$ cat config.mk
export PLATFORM = sky130hd
export DESIGN_NAME = checkerboard_pattern_generator
export DESIGN_NICKNAME = d
export VERILOG_FILES = /design/src/rtl/core/cpg_pkg.sv /design/src/rtl/core/checkerboard_pattern_generator.sv
export SDC_FILE = /design/constraint.sdc
export NUM_CORES = 1
export LEC_CHECK = 0
export BUFFER_PORTS_ARGS = -buffer_cell sky130_fd_sc_hd__buf_2
export CAP_MARGIN = 20
export CORE_MARGIN = 2
export CORE_UTILIZATION = 41
export CTS_BUF_LIST = sky130_fd_sc_hd__clkbuf_8
export DETAILED_ROUTE_END_ITERATION = 16
export PLACE_DENSITY = 0.62
export SYNTH_ARGS = -nofsm -noshare
export SYNTH_HDL_FRONTEND = slang
export SYNTH_SLANG_ARGS = --single-unit
export TNS_END_PERCENT = 5
$ cat constraint.sdc
create_clock -name clk -period 3.7 [get_ports clk]
set_clock_uncertainty 0.1 [all_clocks]
set_input_delay 0.555 -clock clk [delete_from_list [all_inputs] [get_ports clk]]
set_output_delay 0.555 -clock clk [all_outputs]
set_load 0.01 [all_outputs]
$ cat src/rtl/core/cpg_pkg.sv
// Package with the types and constants of the checkerboard pattern generator.
`default_nettype none

package cpg_pkg;

  localparam int CPG_DIM_W   = 13;
  localparam int CPG_LEVEL_W = 8;
  localparam int CPG_MARG_W  = 12;
  localparam int CPG_IDX_W   = 3;
  localparam int CPG_CNT_W   = 4;

  localparam logic [CPG_IDX_W-1:0] REG_FRAME_WIDTH      = 3'd0;
  localparam logic [CPG_IDX_W-1:0] REG_FRAME_HEIGHT     = 3'd1;
  localparam logic [CPG_IDX_W-1:0] REG_SQUARE_SIDE      = 3'd2;
  localparam logic [CPG_IDX_W-1:0] REG_BACKGROUND_LEVEL = 3'd3;
  localparam logic [CPG_IDX_W-1:0] REG_FOREGROUND_LEVEL = 3'd4;

  localparam logic [CPG_DIM_W-1:0]   RST_FRAME_WIDTH      = 13'd640;
  localparam logic [CPG_DIM_W-1:0]   RST_FRAME_HEIGHT     = 13'd480;
  localparam logic [CPG_DIM_W-1:0]   RST_SQUARE_SIDE      = 13'd32;
  localparam logic [CPG_LEVEL_W-1:0] RST_BACKGROUND_LEVEL = 8'd0;
  localparam logic [CPG_LEVEL_W-1:0] RST_FOREGROUND_LEVEL = 8'd255;

  typedef enum logic [1:0] {
    ST_IDLE,
    ST_DIV,
    ST_PIXEL
  } cpg_state_t;

endpackage

`default_nettype wire

$ cat src/rtl/core/checkerboard_pattern_generator.sv
// Checkerboard test pattern generator with a shared iterative divider for frame geometry.
//
//   channel | direction | handshake          | payload
//   in_     | input     | in_valid/in_stall   | in_start_frame
//   out_    | output    | out_valid/out_stall | out_pixel_value, out_end_of_row, out_end_of_frame
//   cfg_    | input     | cfg_valid/cfg_ready | cfg_index, cfg_data
//
// A pixel transaction: accept in ST_IDLE, then one update of the raster counters in ST_PIXEL.
// At a frame start the transaction first passes ST_DIV, where one restoring divider runs
// 13 steps for the width and then 13 steps for the height before the pixel is made.
// Synchronous reset loads the register defaults and marks a frame start as pending.
// A stalled result waits in the output register while the next transaction is accepted.
`default_nettype none

module checkerboard_pattern_generator #(
  parameter int MAX_DIMENSION = 4096
) (
  input  wire logic                             clk,
  input  wire logic                             rst_n,
  input  wire logic                             in_valid,
  output logic                                  in_stall,
  input  wire logic                             in_start_frame,
  output logic                                  out_valid,
  input  wire logic                             out_stall,
  output logic [cpg_pkg::CPG_LEVEL_W-1:0]       out_pixel_value,
  output logic                                  out_end_of_row,
  output logic                                  out_end_of_frame,
  input  wire logic                             cfg_valid,
  output logic                                  cfg_ready,
  input  wire logic [cpg_pkg::CPG_IDX_W-1:0]    cfg_index,
  input  wire logic [cpg_pkg::CPG_DIM_W-1:0]    cfg_data
);

  import cpg_pkg::*;

  function automatic logic [CPG_DIM_W-1:0] clamp_dim(input logic [CPG_DIM_W-1:0] v);
    logic [CPG_DIM_W-1:0] r;
    r = v;
    if (v == '0) begin
      r = CPG_DIM_W'(1);
    end else if (32'(v) > 32'(MAX_DIMENSION)) begin
      r = CPG_DIM_W'(MAX_DIMENSION);
    end
    return r;
  endfunction

  cpg_state_t state_r, state_nxt;

  logic [CPG_DIM_W-1:0]   frame_width_r, frame_height_r, square_side_r;
  logic [CPG_LEVEL_W-1:0] background_level_r, foreground_level_r;

  logic [CPG_DIM_W-1:0]   w_snap_r, h_snap_r, s_snap_r;
  logic                   pending_r;

  logic [CPG_DIM_W-1:0]   col_r, row_r, pis_r, ris_r, sqd_r, srd_r;
  logic                   col_fg_r, row_fg_r;
  logic [CPG_DIM_W-1:0]   htot_r, vtot_r;
  logic [CPG_MARG_W-1:0]  lmarg_r, tmarg_r;

  logic [CPG_DIM_W:0]     div_rem_r;
  logic [CPG_DIM_W-1:0]   div_quo_r;
  logic [CPG_CNT_W-1:0]   div_cnt_r;
  logic                   div_phase_r;
  logic [CPG_DIM_W-1:0]   hq_r;
  logic [CPG_DIM_W-1:0]   lrem_r;

  logic                   out_valid_r, eor_out_r, eof_out_r;
  logic [CPG_LEVEL_W-1:0] pixel_out_r;

  logic                   accept, div_last, pix_fire;

  logic [CPG_DIM_W:0]     rem_sh, rem_next;
  logic                   div_ge;
  logic [CPG_DIM_W-1:0]   quo_next;

  logic [CPG_DIM_W-1:0]   w_live, h_live;
  logic                   in_rows, in_cols, eor, eof;
  logic [CPG_LEVEL_W-1:0] pix_value;
  logic [CPG_DIM_W:0]     col_inc, row_inc;
  logic [CPG_DIM_W-1:0]   pis_inc, ris_inc;

  // Next state.
  always_comb begin
    state_nxt = state_r;
    case (state_r)
      ST_IDLE: begin
        if (accept) begin
          state_nxt = (in_start_frame || pending_r) ? ST_DIV : ST_PIXEL;
        end
      end
      ST_DIV: begin
        if (div_phase_r && div_last) begin
          state_nxt = ST_PIXEL;
        end
      end
      ST_PIXEL: begin
        if (pix_fire) begin
          state_nxt = ST_IDLE;
        end
      end
      default: state_nxt = ST_IDLE;
    endcase
  end

  // Control outputs.
  always_comb begin
    in_stall = 1'b1;
    pix_fire = 1'b0;
    case (state_r)
      ST_IDLE:  in_stall = 1'b0;
      ST_DIV:   in_stall = 1'b1;
      ST_PIXEL: pix_fire = !(out_valid_r && out_stall);
      default:  in_stall = 1'b1;
    endcase
  end

  assign accept    = in_valid && !in_stall;
  assign div_last  = (div_cnt_r == CPG_CNT_W'(CPG_DIM_W - 1));
  assign cfg_ready = 1'b1;

  // One restoring division step.
  always_comb begin
    rem_sh   = {div_rem_r[CPG_DIM_W-1:0], div_quo_r[CPG_DIM_W-1]};
    div_ge   = (rem_sh >= {1'b0, s_snap_r});
    rem_next = div_ge ? (rem_sh - {1'b0, s_snap_r}) : rem_sh;
    quo_next = {div_quo_r[CPG_DIM_W-2:0], div_ge};
  end

  // Pixel decision from the raster counters.
  always_comb begin
    w_live    = clamp_dim(frame_width_r);
    h_live    = clamp_dim(frame_height_r);
    in_rows   = (row_r >= {1'b0, tmarg_r}) && (srd_r < vtot_r);
    in_cols   = (col_r >= {1'b0, lmarg_r}) && (sqd_r < htot_r);
    pix_value = (in_rows && in_cols && col_fg_r) ? foreground_level_r : background_level_r;
    col_inc   = {1'b0, col_r} + (CPG_DIM_W+1)'(1);
    row_inc   = {1'b0, row_r} + (CPG_DIM_W+1)'(1);
    pis_inc   = pis_r + CPG_DIM_W'(1);
    ris_inc   = ris_r + CPG_DIM_W'(1);
    eor       = (col_inc >= {1'b0, w_live});
    eof       = eor && (row_inc >= {1'b0, h_live});
  end

  always_ff @(posedge clk) begin
    if (!rst_n) begin
      state_r            <= ST_IDLE;
      frame_width_r      <= RST_FRAME_WIDTH;
      frame_height_r     <= RST_FRAME_HEIGHT;
      square_side_r      <= RST_SQUARE_SIDE;
      background_level_r <= RST_BACKGROUND_LEVEL;
      foreground_level_r <= RST_FOREGROUND_LEVEL;
      w_snap_r           <= clamp_dim(RST_FRAME_WIDTH);
      h_snap_r           <= clamp_dim(RST_FRAME_HEIGHT);
      s_snap_r           <= RST_SQUARE_SIDE;
      pending_r          <= 1'b1;
      col_r              <= '0;
      row_r              <= '0;
      pis_r              <= '0;
      ris_r              <= '0;
      sqd_r              <= '0;
      srd_r              <= '0;
      col_fg_r           <= 1'b1;
      row_fg_r           <= 1'b1;
      htot_r             <= '0;
      vtot_r             <= '0;
      lmarg_r            <= '0;
      tmarg_r            <= '0;
      div_cnt_r          <= '0;
      div_phase_r        <= 1'b0;
      out_valid_r        <= 1'b0;
    end else begin
      state_r <= state_nxt;

      if (cfg_valid && cfg_ready) begin
        case (cfg_index)
          REG_FRAME_WIDTH:      frame_width_r      <= cfg_data;
          REG_FRAME_HEIGHT:     frame_height_r     <= cfg_data;
          REG_SQUARE_SIDE:      square_side_r      <= cfg_data;
          REG_BACKGROUND_LEVEL: background_level_r <= cfg_data[CPG_LEVEL_W-1:0];
          REG_FOREGROUND_LEVEL: foreground_level_r <= cfg_data[CPG_LEVEL_W-1:0];
          default: ;
        endcase
      end

      if (out_valid_r && !out_stall && !pix_fire) begin
        out_valid_r <= 1'b0;
      end

      if (accept && (in_start_frame || pending_r)) begin
        div_rem_r   <= '0;
        div_cnt_r   <= '0;
        div_phase_r <= 1'b0;
        if (in_start_frame) begin
          w_snap_r  <= w_live;
          h_snap_r  <= h_live;
          s_snap_r  <= square_side_r;
          div_quo_r <= w_live;
          col_r     <= '0;
          row_r     <= '0;
          pis_r     <= '0;
          ris_r     <= '0;
          sqd_r     <= '0;
          srd_r     <= '0;
          col_fg_r  <= 1'b1;
          row_fg_r  <= 1'b1;
        end else begin
          div_quo_r <= w_snap_r;
        end
      end

      if (state_r == ST_DIV) begin
        if (!div_last) begin
          div_rem_r <= rem_next;
          div_quo_r <= quo_next;
          div_cnt_r <= div_cnt_r + CPG_CNT_W'(1);
        end else if (!div_phase_r) begin
          hq_r        <= quo_next;
          lrem_r      <= rem_next[CPG_DIM_W-1:0];
          div_rem_r   <= '0;
          div_quo_r   <= h_snap_r;
          div_cnt_r   <= '0;
          div_phase_r <= 1'b1;
        end else begin
          pending_r <= 1'b0;
          if ((s_snap_r == '0) || (hq_r == '0) || (quo_next == '0)) begin
            htot_r  <= '0;
            vtot_r  <= '0;
            lmarg_r <= '0;
            tmarg_r <= '0;
          end else begin
            htot_r  <= hq_r;
            vtot_r  <= quo_next;
            lmarg_r <= lrem_r[CPG_DIM_W-1:1];
            tmarg_r <= rem_next[CPG_DIM_W-1:1];
          end
        end
      end

      if (pix_fire) begin
        out_valid_r <= 1'b1;
        pixel_out_r <= pix_value;
        eor_out_r   <= eor;
        eof_out_r   <= eof;
        if (eof) begin
          col_r     <= '0;
          row_r     <= '0;
          pis_r     <= '0;
          ris_r     <= '0;
          sqd_r     <= '0;
          srd_r     <= '0;
          col_fg_r  <= 1'b1;
          row_fg_r  <= 1'b1;
          pending_r <= 1'b1;
          w_snap_r  <= w_live;
          h_snap_r  <= h_live;
          s_snap_r  <= square_side_r;
        end else if (eor) begin
          col_r <= '0;
          pis_r <= '0;
          sqd_r <= '0;
          row_r <= row_inc[CPG_DIM_W-1:0];
          if (in_rows && (ris_inc >= square_side_r)) begin
            ris_r    <= '0;
            srd_r    <= srd_r + CPG_DIM_W'(1);
            row_fg_r <= !row_fg_r;
            col_fg_r <= !row_fg_r;
          end else begin
            if (in_rows) begin
              ris_r <= ris_inc;
            end
            col_fg_r <= row_fg_r;
          end
        end else begin
          col_r <= col_inc[CPG_DIM_W-1:0];
          if (in_rows && in_cols) begin
            if (pis_inc >= square_side_r) begin
              pis_r    <= '0;
              sqd_r    <= sqd_r + CPG_DIM_W'(1);
              col_fg_r <= !col_fg_r;
            end else begin
              pis_r <= pis_inc;
            end
          end
        end
      end
    end
  end

  assign out_valid        = out_valid_r;
  assign out_pixel_value  = pixel_out_r;
  assign out_end_of_row   = eor_out_r;
  assign out_end_of_frame = eof_out_r;

  a_start_runs_divider: assert property (@(posedge clk) disable iff (!rst_n)
    (accept && in_start_frame) |=> (state_r == ST_DIV))
    else $error("Frame start transaction did not enter the divider.");

  a_result_from_pixel: assert property (@(posedge clk) disable iff (!rst_n)
    $rose(out_valid_r) |-> $past(state_r == ST_PIXEL))
    else $error("Result appeared without a pixel update.");

  a_divider_count: assert property (@(posedge clk) disable iff (!rst_n)
    (state_r == ST_DIV) |-> (div_cnt_r <= CPG_CNT_W'(CPG_DIM_W - 1)))
    else $error("Divider step count ran past its end.");

  a_pixel_needs_geometry: assert property (@(posedge clk) disable iff (!rst_n)
    (state_r == ST_PIXEL) |-> !pending_r)
    else $error("Pixel update with frame geometry still pending.");

endmodule

`default_nettype wire

=== Yosys cells after proc, flatten, opt, wreduce, memory -nomap -nowiden ===
Cells that the tools add are included.

* Memories: 0
* Memory bits (read-only): 0
* Output and inout port bits: 13
* Bits in writable memories: 0
* Word-level logic and storage cells: 205
* Bits in latches: 0
* Flip-flop bits (word level): 296
* Input bits: 22

* Divide/modulo/power cells: 0
* Bitwise operators: 1
* Add/subtract/negate cells: 8
* Reductions and logical operators: 40
* Multiplexer cells: 103
* $lt $le $gt $ge: 11
* Shift operators: 0
* $mul: 0
* Eq/ne operators: 10

{| class="wikitable"
|+ Operators by type and width
! cell !! count
|-
| two-way mux 13 bit || 59
|-
| two-way mux 14 bit || 5
|-
| zero test 13 bit || 5
|-
| adder 13 x 1 -> 13 bit, second input constant || 4
|-
| greater-or-equal comparator 14 x 13 -> 1 bit || 3
|-
| adder 13 x 1 -> 14 bit, second input constant || 2
|-
| two-way mux 1 bit || 27
|-
| greater-or-equal comparator 13 x 12 -> 1 bit || 2
|-
| greater-or-equal comparator 13 bit || 2
|-
| > comparator 13 bit, second input constant || 2
|-
| less-than comparator 13 bit || 2
|-
| two-way mux 12 bit || 2
|-
| two-way mux 4 bit || 4
|-
| AND reduction 2 bit || 7
|-
| subtractor 14 x 13 -> 14 bit || 1
|-
| logical AND 1 bit || 12
|-
| two-way mux 2 bit || 4
|-
| two-way mux 8 bit || 1
|-
| == test 3 x 2 -> 1 bit, second input constant || 2
|-
| != test 2 bit, second input constant || 3
|-
| one-hot mux 2 bit (3 select lines) || 1
|-
| AND reduction 3 bit || 2
|-
| nonzero test 2 bit || 3
|-
| zero test 1 bit || 5
|-
| 11 further kinds || 13
|}

=== Depth between registers and ports, before layout ===
Gate-level depths: netlist of run 1.

* Word-level depth: 9
* Mapped depth: 20
* Mapped depth without buffers: 18

=== Worst setup path before layout of run 1 ===
Ideal clock, no wire load.

* Path kind: flip-flop to flip-flop
* Start: reg row_r[0]
* End: reg pending_r
* Data arrival time: 3,793 ps
* Library setup time: 122 ps
* Cell stages (with the launch flop): 19
* Slack: -315 ps
* Cells stage by stage: dfxtp_1 ha_1 nand3_1 nor2_1 and3_1 and3_1 nand3_1 and2_1 or2_2 ha_1 and4_1 nand4_1 o311ai_1 or4_4 o21ai_4 inv_2 buf_2 buf_2 a221o_1

* Cells in the longest elaborated chain, start to end: 5

{| class="wikitable"
|+ RTL lines
! what !! RTL line !! source
|-
| start: declaration || checkerboard_pattern_generator.sv:55 || <nowiki>logic [CPG_DIM_W-1:0] col_r, row_r, pis_r, ris_r, sqd_r, srd_r;</nowiki>
|-
| start signal: assignment || checkerboard_pattern_generator.sv:261 || <nowiki>row_r <= row_inc[CPG_DIM_W-1:0];</nowiki>
|-
| adder 13 x 1 -> 14 bit || checkerboard_pattern_generator.sv:137 || <nowiki>row_inc = {1'b0, row_r} + (CPG_DIM_W+1)'(1);</nowiki>
|-
| greater-or-equal comparator 14 x 13 -> 1 bit || checkerboard_pattern_generator.sv:141 || <nowiki>eof = eor && (row_inc >= {1'b0, h_live});</nowiki>
|-
| logical AND 1 bit || checkerboard_pattern_generator.sv:141 ||
|-
| via eof || checkerboard_pattern_generator.sv:77 || <nowiki>logic in_rows, in_cols, eor, eof;</nowiki>
|-
| two-way mux 1 bit || checkerboard_pattern_generator.sv:244 || <nowiki>if (eof) begin</nowiki>
|-
| two-way mux 1 bit || checkerboard_pattern_generator.sv:239 || <nowiki>if (pix_fire) begin</nowiki>
|-
| end signal: assignment || checkerboard_pattern_generator.sv:155 || <nowiki>pending_r <= 1'b1;</nowiki>
|-
| end signal: assignment || checkerboard_pattern_generator.sv:224 || <nowiki>pending_r <= 1'b0;</nowiki>
|-
| end signal: assignment || checkerboard_pattern_generator.sv:253 || <nowiki>pending_r <= 1'b1;</nowiki>
|-
| end: declaration || checkerboard_pattern_generator.sv:53 || <nowiki>logic pending_r;</nowiki>
|}

The timed path passes the listed nets, and every way through them passes these cells.
A chain may end at the register's enable or synchronous reset.

=== Worst setup path in the final report of run 1 ===
* Start: reg row_r[2]
* End: reg w_snap_r[10]

* Cells in the longest elaborated chain, start to end: 5

{| class="wikitable"
|+ RTL lines
! what !! RTL line !! source
|-
| adder 13 x 1 -> 14 bit || checkerboard_pattern_generator.sv:137 ||
|-
| greater-or-equal comparator 14 x 13 -> 1 bit || checkerboard_pattern_generator.sv:141 ||
|-
| logical AND 1 bit || checkerboard_pattern_generator.sv:141 ||
|-
| two-way mux 13 bit || checkerboard_pattern_generator.sv:244 ||
|-
| two-way mux 13 bit || checkerboard_pattern_generator.sv:239 ||
|-
| end signal: assignment || checkerboard_pattern_generator.sv:152 || <nowiki>w_snap_r <= clamp_dim(RST_FRAME_WIDTH);</nowiki>
|-
| end signal: assignment || checkerboard_pattern_generator.sv:194 || <nowiki>w_snap_r <= w_live;</nowiki>
|-
| end signal: assignment || checkerboard_pattern_generator.sv:254 || <nowiki>w_snap_r <= w_live;</nowiki>
|-
| end: declaration || checkerboard_pattern_generator.sv:52 || <nowiki>logic [CPG_DIM_W-1:0] w_snap_r, h_snap_r, s_snap_r;</nowiki>
|}

Every way passes these cells.

==> summary.txt, run 1 <==
Place
  – RD Place Congestion: approximately 0.87
  – Number of port buffers: 33
  – Pre-CTS WS: -200.7 ps
  – Dpl hpwl: 31.80 mm
  – Placement Cell Area: ~17,000 um2

Synthesis
  – Yosys top cell area share: about 30%
  – Post-Syn Instances: around 1,800
  – Count of cell types in the netlist: 93
  – EDFF count, synth: 61
  – Seq/Total Area, Yosys: 40.99%
  – Top cells by count, synth: nand2_1, dfxtp_1, nor2_1, ha_1, inv_1
  – Synth area leader: dfxtp_1
  – Top-count cell post-synth: nand2_1
  – Top cells by area, synth: dfxtp_1, edfxtp_1, ha_1
  – Top_reg_cell synth: dfxtp_1
  – Flops & latches, synth: 294
  – Synthesized cell area: about 16,000 um2
  – Syn Area/Cell: 8.883 um2
  – Syn nets: approximately 1,900
  – Yosys warning total: 0
  – Async SR Flop Fraction: 0%

Timing
  – Total negative slack: 0 ps
  – Fin crit period: 3657 ps
  – Final worst slack: 43.15 ps
  – # setup viols final: 0
  – Tightest Pin Transition: 769.2 ps
  – Final period util: 98.83%
  – Pins over their slew limit: 0
  – RSZ-0062 raised after global routing: yes
  – Slew HR: roughly 49%
  – Fmax: 273.5 MHz
  – Fin. Hold Viols: 0

Run status
  – Status: finished, final reports clean

Layout
  – Final cell utilization of the core: 48.79%
  – Area grow syn2layout: 18.17%
  – Share of cells above drive strength 1: 17.27%
  – Fillcell total: around 3,700
  – NumNets Final: between 2,000 and 2,500
  – # diodes: 0
  – Final instance area: 18,730 um2

Pwr
  – Total power: ~7.7 mW
  – Pwr dens: about 410 nW/um2
  – LEAKAGE: 7.660 nW
  – Worst vdd ir: about 0.32 mV

Critical path
  – Reg2reg setup slack: 40 ps
  – RR Startpoint: row_r[2]
  – Req. time, crit path: 4150 ps
  – Crit path kind: reg -> reg
  – Crit path max fanout: 7
  – FF-to-FF End: w_snap_r[10]
  – Startpoint Class: register
  – CP endpoint kind: register
  – Slowest cell on crit path: or4_4
  – Worst-case reg-to-reg path depth: 18
  – Cell chain of the critical path: buf_4 > and3_1 > nand4_2 > nor2_4 > nand3_1 > xnor2_1 > ha_1 > and4_4 > nand4_1 > o311ai_2 > or4_4 > o21ai_4 > inv_4 > a21oi_4 > buf_6 > buf_12 > nand3_2 > o31ai_4
  – CP peak stage delay: around 490 ps
  – Critical Path AT: between 4000 and 5000 ps

Min path
  – Hold Path Stages: 3
  – Hold crit path type: in -> reg
  – Hold path start: cfg_data[10]
  – Worst Hold End: frame_width_r[10]

Job
  – Max Cap Viol: 0

GRT
  – GR peak layer: met2
  – Overflow after GRT: 0
  – First-pass GRT wire length: approximately 70 mm
  – GRT Util Overall: 21.80%
  – Met3 Use GR: 3.279%
  – Initial antenna violation count: 0
  – Met2 Use GR: 35.00%
  – Vias in the first global route: 13,003
  – Largest net degree at the start of global routing: 100
  – Met1 usage: between 20% and 30%

Floorplan
  – DIE AREA: 40,240 um2
  – Die Height: 200.6 um
  – Initial core utilization: slightly above 40%
  – FP Rows: 72
  – Core box area: 38,380 um2
  – Die W: between 200 and 250 um
  – Num ports: 35

Route
  – Drt pass-1 iters: 7
  – Initial DRC Count: 1,000
  – Final ANT Viol Nets: 0
  – Vias: around 14,000
  – Vias per cell: 5.631
  – Drt wl/cell: approximately 18 um
  – Drt total wl: 44.79 mm
  – # DRC: 0

Clock network
  – CTS Sinks: 294
  – Root Buffer Master: clkbuf_8
  – CTS clk-pin slew, worst paths: 60 ps
  – CTS tree: done
  – Clk buf depth: 3
  – Number of buffers created by CTS: 52
  – Htree depth: 2
  – Clock latency on the worst-skew pair: 650 ps
## worst max-delay path: cells and delay by family (launching register included)
kind	cells	cell delay (ps)
buffers and inverters	4	510
xor gates and xnor gates	1	170
adders and majority gates	1	320
DFF	1	350
and+or+nand+nor	8	1560
AOI/OAI and AO/OA	4	540
## per-stage QoR
step / hold slack [ps] / instances
2_1_floorplan: 331.9 / 1784
4_1_cts: 53.17 / 2460
5_1_grt: 65.97 / 2464
3_5_place_dp: 346.6 / 2350
6_report: 82.80 / 2464
3_3_place_gp: 337.9 / 2350
## cell usage in the layout (no fill, tap or decap), types with 11 or more instances in the layout
master | Yosys | routed
a21o_1 | 18 | 18
a21oi_1 | 96 | 95
a221o_1 | 13 | 13
a221oi_1 | 15 | 15
a22o_1 | 28 | 28
a22oi_1 | 39 | 39
and3_1 | 34 | 30
buf_2 | 16 | 32
buf_4 | 2 | 97
clkbuf_8 | 0 | 61
dfxtp_1 | 233 | 230
edfxtp_1 | 61 | 61
ha_1 | 121 | 119
inv_1 | 113 | 131
mux2_2 | 12 | 12
mux2i_1 | 30 | 30
nand2_1 | 236 | 233
nand3_1 | 100 | 88
nand3_2 | 0 | 11
nand4_1 | 27 | 27
nor2_1 | 125 | 118
nor2b_1 | 14 | 14
nor3_1 | 20 | 20
nor4_1 | 25 | 22
o21ai_0 | 79 | 75
o31ai_1 | 32 | 26
or2_2 | 12 | 11
xnor2_1 | 29 | 26
xor2_1 | 15 | 14
## layer usage
layer	vias to the layer above	share of wire, %	wire length, um
met2	409	46	20820
met3	83	5.9	2635
met1	6658	44	19920
met5	-	0	0
met4	0	3.1	1409
li1	6725	-	-
## cells by family (layout without fill, tap and decap cells)
kind of cell               Yosys count  in the layout  synth area share [%]
DFF                                294            294                 40.99
buffers and inverters              201            363                 5.266
muxes                               44             44                 2.929
adders and majority gates          122            122                 9.680
and+or+nand+nor                    655            655                 19.71
other                                1              1               0.02366
xor gates and xnor gates            44             44                 2.432
AOI/OAI and AO/OA                  423            423                 18.97
## how the worst max path moves through the flow
stage / slack (ps) / to / from
floorplan: -260 / pending_r / row_r[0]
global placement: -100 / h_snap_r[12] / row_r[0]
detailed placement: -200 / h_snap_r[4] / row_r[0]
CTS: -20 / h_snap_r[4] / row_r[1]
global route: -80 / w_snap_r[10] / row_r[2]
finish: 40 / w_snap_r[10] / row_r[2]
## layout make-up
| class | count | area, um2 | share of cell area, % |
|---|---|---|---|
| timing repair buffer | 151 | 1300 | 6.942 |
| clock buffer | 61 | 839.6 | 4.483 |
| inverter | 115 | 436.7 | 2.332 |
| tap | 518 | 648.1 | 3.461 |
| multi-input combinational | 1289 | 8800 | 46.99 |
| clock inverter | 36 | 201.4 | 1.076 |
| sequential | 294 | 6500 | 34.71 |
## where the power goes
group,switching (mW),internal (mW)
Sequential,0.0937,3.41
Combinational,0.681,0.484
Clock,1.44,1.58
## what timing repair did
item / in CTS / in global routing
resized for setup: 36 / 43
gates cloned: 5 / 1
hold buffers: 0 / 0
pin swaps: 22 / 7
buffers inserted: 9 / 3
setup endpoints to repair: 76 / 104
Power figures use the tool's default switching activity.
==> run 2: changes to the inputs <==
Settings changed: CORE_UTILIZATION 41 to 55, PLACE_DENSITY 0.62 to 0.78.
==> run 2 against run 1 <==
The flow now finishes with violations (negative setup slack); total power is 1.2% lower; routed wire length rose by 1.3%; die area down 25%; global-route usage is 7.4 points higher; maximum frequency shrank 3.6%; sequential power about the same; combinational power is 4% lower; non-clock buffer count shrank 22; largest cell class unchanged; largest power group unchanged; highest routed layer unchanged.
==> summary.txt, run 2 (synthesized netlist as in run 1, its figures left out) <==
Min path
  – Hold crit path type: in -> reg

Critical path
  – Crit path max-delay family: simple AND/OR/NAND/NOR gates
  – Req. time, crit path: 4150 ps
  – Cell chain of the critical path: ha_4 > nand3_4 > nor2_4 > and3_4 > and3_4 > nand3_4 > and2_4 > or2_4 > ha_4 > and4_4 > nand4_1 > o311ai_2 > or4_4 > o21ai_4 > inv_4 > buf_6 > o31ai_4 > buf_12 > a41o_1 > a21o_1
  – Critical Path AT: 4240 ps
  – Crit path max fanout: 7
  – Startpoint Class: register
  – Crit path kind: reg -> reg
  – CP peak stage delay: 470 ps
  – Slowest cell on crit path: or4_4
  – Buf+Inv Stages, Crit Path: 3
  – CP endpoint kind: register

Layout
  – NumNets Final: 2,024
  – Fin cells: about 2,300
  – Final instance area: 18,500 um2
  – # diodes: 0
  – Share of cells above drive strength 1: between 15 and 20%
  – Final cell utilization of the core: between 60% and 70%
  – Most common cell after layout, fill and taps aside: nand2_1
  – Most frequent cells in the layout: nand2_1, dfxtp_1, inv_1
  – Area grow syn2layout: 16.72%

Floorplan
  – Die Height: around 170 um
  – Initial core utilization: about 56%
  – DIE AREA: 30,190 um2
  – FP Rows: slightly above 60
  – Num ports: 35
  – Core box area: 28,550 um2
  – Die W: 173.7 um

Clock network
  – Root Buffer Master: clkbuf_8
  – CTS clk-pin slew, worst paths: 60 ps
  – CTS Hold Bufs: 0
  – Number of buffers created by CTS: between 50 and 60
  – CTS tree: done
  – Clock latency on the worst-skew pair: 610 ps
  – CTS Sinks: 294
  – Htree depth: 2
  – Clk buf depth: 3

Route
  – Final ANT Viol Nets: 0
  – # DRC: 0
  – Initial DRC Count: 1,280
  – Vias: ~14,000
  – Drt wl/cell: 19.68 um
  – Drt total wl: 45.39 mm
  – Vias per cell: 6.122
  – Drt pass-1 iters: 5

Pwr
  – Pwr dens: 410.9 nW/um2
  – Worst vdd ir: 0.3548 mV
  – LEAKAGE: 7.541 nW

Timing
  – Tightest Pin Transition: slightly below 900 ps
  – Fin. Hold Viols: 0
  – Fmax: approximately 260 MHz
  – # setup viols final: 48
  – Pins over their slew limit: 0
  – RSZ-0062 raised after global routing: yes
  – Final worst slack: -93.74 ps
  – Final period util: 102.5%
  – Fin crit period: 3794 ps
  – Slew HR: 42.03%

Run status
  – Violated checks: negative setup slack
  – Status: finished with violations

Place
  – RD Place Congestion: slightly above 0.9
  – Dpl hpwl: roughly 32 mm
  – Pre-CTS WS: -133.3 ps
  – Number of port buffers: 33
  – Placed insts: 2,190
  – Placement Cell Area: ~17,000 um2

GRT
  – Vias in the first global route: 13,458
  – Initial antenna violation count: 0
  – GRT Util Overall: 29.19%
  – Overflow after GRT: 0
  – Largest net degree at the start of global routing: 74
  – First-pass GRT wire length: 71.05 mm

Job
  – Max Cap Viol: 0
[run 2: cell count changes in the layout (fill, tap and decap cells not counted), sizes merged]
cell    previous run  this run
bufinv             1         2
clkinv            14        19
inv              135       131
buf              150       126
clkbuf            62        60
[run 2: metal layers]
| metal | global-route usage, % | wire, um | vias up |
|---|---|---|---|
| met3 | 3.728 | 3128 | 124 |
| met1 | 38.59 | 18960 | 6793 |
| met5 | 0 | 0 | - |
| met4 | 13.13 | 2016 | 0 |
| li1 | - | - | 6651 |
| met2 | 47.94 | 21290 | 549 |
[run 2: final timing paths]
check                         from                     to  slack (ps)  cells after the start
max                       row_r[0]              srd_r[12]         -90                     20
max reg2reg               row_r[0]              srd_r[12]         -90                     20
min                    cfg_data[8]      frame_height_r[8]         110                      3
min reg2reg  background_level_r[5]  background_level_r[5]         350                      2
[run 2: worst register-to-register path, cell delays in order (launching register included)]
cell and delay, ps:
dfxtp_2 350, ha_4 150, nand3_4 90, nor2_4 100
and3_4 200, and3_4 200, nand3_4 80, and2_4 170
or2_4 250, ha_4 240, and4_4 160, nand4_1 100
o311ai_2 110, or4_4 470, o21ai_4 110, inv_4 80
buf_6 130, o31ai_4 290, buf_12 170, a41o_1 100
a21o_1 100
[run 2: cell type report]
class,count,area (um2)
flip-flops and latches,294,6502
clock buffers,57,784.5
inverters,115,436.7
well taps,384,480.5
fillers,2363,10050
repair buffers,129,1115
clock inverters,38,229.0
multi-input cells,1289,8947
[run 2: where the power goes]
part           leakage, nW  internal, mW  switching (mW)  total [mW]
Combinational         4.50         0.426           0.681        1.11
Clock                0.576          1.57            1.41        2.98
Sequential            2.46          3.41           0.105        3.51
Total                 7.54          5.40            2.20        7.60
[run 2: stage by stage]
stage          power (mW)  hold WS, ps  setup TNS (ps)
2_1_floorplan       4.226        331.9          -10140
3_3_place_gp        4.547        339.1           -1489
3_5_place_dp        4.582        346.4           -4690
4_1_cts             7.554        87.51          -235.6
5_1_grt             7.866        128.0           -8972
6_report            7.600        109.6           -2589
[run 2: what timing repair did]
action,4_1_cts,5_1_grt
setup endpoints to repair,68,109
buffers inserted,11,5
resized for setup,35,86
pin swaps,15,22
cloned,3,3
==> run 3: changes to the inputs <==
--- a/config.mk
+++ b/config.mk
@@ -10,6 +10,6 @@
 export CORE_MARGIN = 2
-export CORE_UTILIZATION = 55
+export CORE_UTILIZATION = 45
 export CTS_BUF_LIST = sky130_fd_sc_hd__clkbuf_8
 export DETAILED_ROUTE_END_ITERATION = 16
-export PLACE_DENSITY = 0.78
+export PLACE_DENSITY = 0.67
 export SYNTH_ARGS = -nofsm -noshare
==> constraint.sdc (replaced) <==
create_clock -name clk -period 3.7 [get_ports clk]
set_clock_uncertainty 0.1 [all_clocks]
set_input_delay 0.74 -clock clk [delete_from_list [all_inputs] [get_ports clk]]
set_output_delay 0.74 -clock clk [all_outputs]
set_load 0.01 [all_outputs]
==> run 3 against run 2 <==
The flow now finishes without violations; critical path depth fell by 1; register-to-register slack improved by 110 ps; non-clock buffer count rose by 9; cell count rose by 3.6%; sequential cell count did not move; largest power group unchanged.
==> summary.txt, run 3 (synthesized netlist as in run 1, its figures left out) <==
Run status
  – Status: finished, final reports clean

GRT
  – GRT Util Overall: 24.14%
  – Vias in the first global route: 13,270
  – Initial antenna violation count: 0
  – Largest net degree at the start of global routing: about 130
  – Overflow after GRT: 0
  – First-pass GRT wire length: between 70 and 80 mm

Layout
  – # diodes: 0
  – Area of the multi-input gates: 8801 um2
  – NumNets Final: 2,034
  – Most frequent cells in the layout: nand2_1, dfxtp_1, inv_1
  – Area grow syn2layout: 17.58%
  – Fillcell total: about 3,100
  – Register Area: 6504 um2
  – Share of cells above drive strength 1: 17.53%
  – Most common cell after layout, fill and taps aside: nand2_1

Clock network
  – CTS tree: done
  – CTS clk-pin slew, worst paths: approximately 70 ps
  – Clk buf depth: 3
  – Htree depth: 2
  – Clock latency on the worst-skew pair: 630 ps
  – Number of buffers created by CTS: 52
  – CTS Sinks: roughly 290
  – CTS Hold Bufs: 0
  – Root Buffer Master: clkbuf_8

Floorplan
  – Die W: 191.7 um
  – Core box area: 34,630 um2
  – Die Height: ~190 um
  – FP Rows: 68
  – Initial core utilization: 45.76%
  – Num ports: 35
  – DIE AREA: 36,730 um2

Timing
  – Final period util: 99.59%
  – RSZ-0062 raised after global routing: yes
  – Fin. Hold Viols: 0
  – Worst Hold Slack: 263.6 ps
  – Tightest Pin Transition: 891.2 ps
  – Slew HR: 40.59%
  – Fmax: 271.4 MHz
  – # setup viols final: 0
  – Pins over their slew limit: 0
  – Total negative slack: 0 ps
  – Fin crit period: 3685 ps

Pwr
  – Clock group share of total power: 41.9%
  – LEAKAGE: roughly 7.6 nW
  – Total power: just under 8 mW
  – Net Sw Frac: 27.65%
  – P_sw: approximately 2.2 mW
  – Seq pwr share: between 40% and 50%
  – Logic pwr share: 13.7%
  – Worst vdd ir: approximately 0.4 mV
  – Int Pwr: about 5.7 mW
  – Pwr dens: about 420 nW/um2

Critical path
  – Worst-case reg-to-reg path depth: 19
  – Worst setup path startpoint: row_r[1]
  – Slowest cell on crit path: or4_4
  – Startpoint Class: register
  – Critical path depth in cells: 19
  – Cell mode on critical path: and3_4
  – CP endpoint kind: register
  – Crit path max-delay family: simple AND/OR/NAND/NOR gates
  – CP peak stage delay: 580 ps
  – Critical Path AT: slightly above 4000 ps
  – RR Startpoint: row_r[1]
  – Buf+Inv Stages, Crit Path: 4
  – Req. time, crit path: 4130 ps
  – Crit path max fanout: 11
  – Cell chain of the critical path: ha_4 > nand3_4 > nor2_4 > and3_4 > and3_4 > buf_4 > xor2_2 > ha_1 > and3_4 > a21oi_2 > a21oi_1 > or4_4 > o21ai_4 > inv_4 > buf_6 > buf_6 > nor4_2 > o21ai_1 > o21ai_1
  – Crit path kind: reg -> reg

Route
  – Final ANT Viol Nets: 0
  – Drt pass-1 iters: 5
  – # DRC: 0
  – Initial DRC Count: 1,018
  – Drt total wl: 43.88 mm
  – Vias per cell: 5.799
  – Drt wl/cell: 18.37 um
  – Vias: 13,853

Place
  – Dpl hpwl: 31.09 mm
  – RD Place Congestion: roughly 0.94
  – Number of port buffers: 33

Min path
  – Hold path start: cfg_data[8]
  – Hold Path Stages: 3
  – Hold crit path type: in -> reg

Job
  – Max Cap Viol: 0
[run 3: per-layer routing]
metal | GRT usage [%] | vias up | part of all wire (%) | wire length [um]
li1 | - | 6671 | - | -
met1 | 32.07 | 6658 | 44 | 19390
met2 | 39.04 | 447 | 46 | 20350
met3 | 3.855 | 77 | 6.0 | 2626
met4 | 10.00 | 0 | 3.5 | 1517
met5 | 0 | - | 0 | 0
[run 3: path summary, 6_finish.rpt]
path                           end  slack [ps]
max                       srd_r[6]          20
min              frame_height_r[8]         260
max reg2reg               srd_r[6]          20
min reg2reg  background_level_r[3]         350
[run 3: layout make-up]
type                            count  area share [%]
Multi-Input combinational cell   1289           47.24
Inverter                          115           2.344
Clock buffer                       65           4.802
Sequential cell                   294           34.91
Clock inverter                     33           1.383
Tap cell                          455           3.056
Timing Repair Buffer              138           6.272
[run 3: metrics by stage]
step                setup slack, ps  util, %  area, um2  cells
floorplan                    -315.2        -      15850   1784
global placement             -105.7    48.83      16910   2270
detailed placement           -233.6    48.83      16910   2270
CTS                          -74.77    53.35      18470   2389
global route                 -114.7    53.80      18630   2389
finish                        15.01    53.80      18630   2389
[run 3: worst reg2reg max path, stage by stage (launching register included)]
cell	delay, ps
dfxtp_2	350
ha_4	150
nand3_4	70
nor2_4	100
and3_4	190
and3_4	180
buf_4	130
xor2_2	160
ha_1	260
and3_4	200
a21oi_2	120
a21oi_1	70
or4_4	580
o21ai_4	110
inv_4	60
buf_6	120
buf_6	140
nor4_2	260
o21ai_1	120
o21ai_1	120
[run 3: repair_timing]
item,CTS,global route
endpoints found under the setup margin,77,104
buffers inserted,16,1
cloned,5,0
hold endpoints to repair,0,0
gates resized for setup,49,49
pin swaps,17,14
[run 3: power by group through the flow]
| stage | Combinational, mW | Sequential (mW) | Clock, mW |
|---|---|---|---|
| after global routing | 1.17 | 3.51 | 3.50 |
| after detailed placement | 0.997 | 3.57 | 0 |
| after CTS | 1.06 | 3.50 | 3.36 |
| final | 1.08 | 3.50 | 3.30 |
| after floorplan | 0.699 | 3.53 | 0 |
| after global placement | 0.977 | 3.56 | 0 |
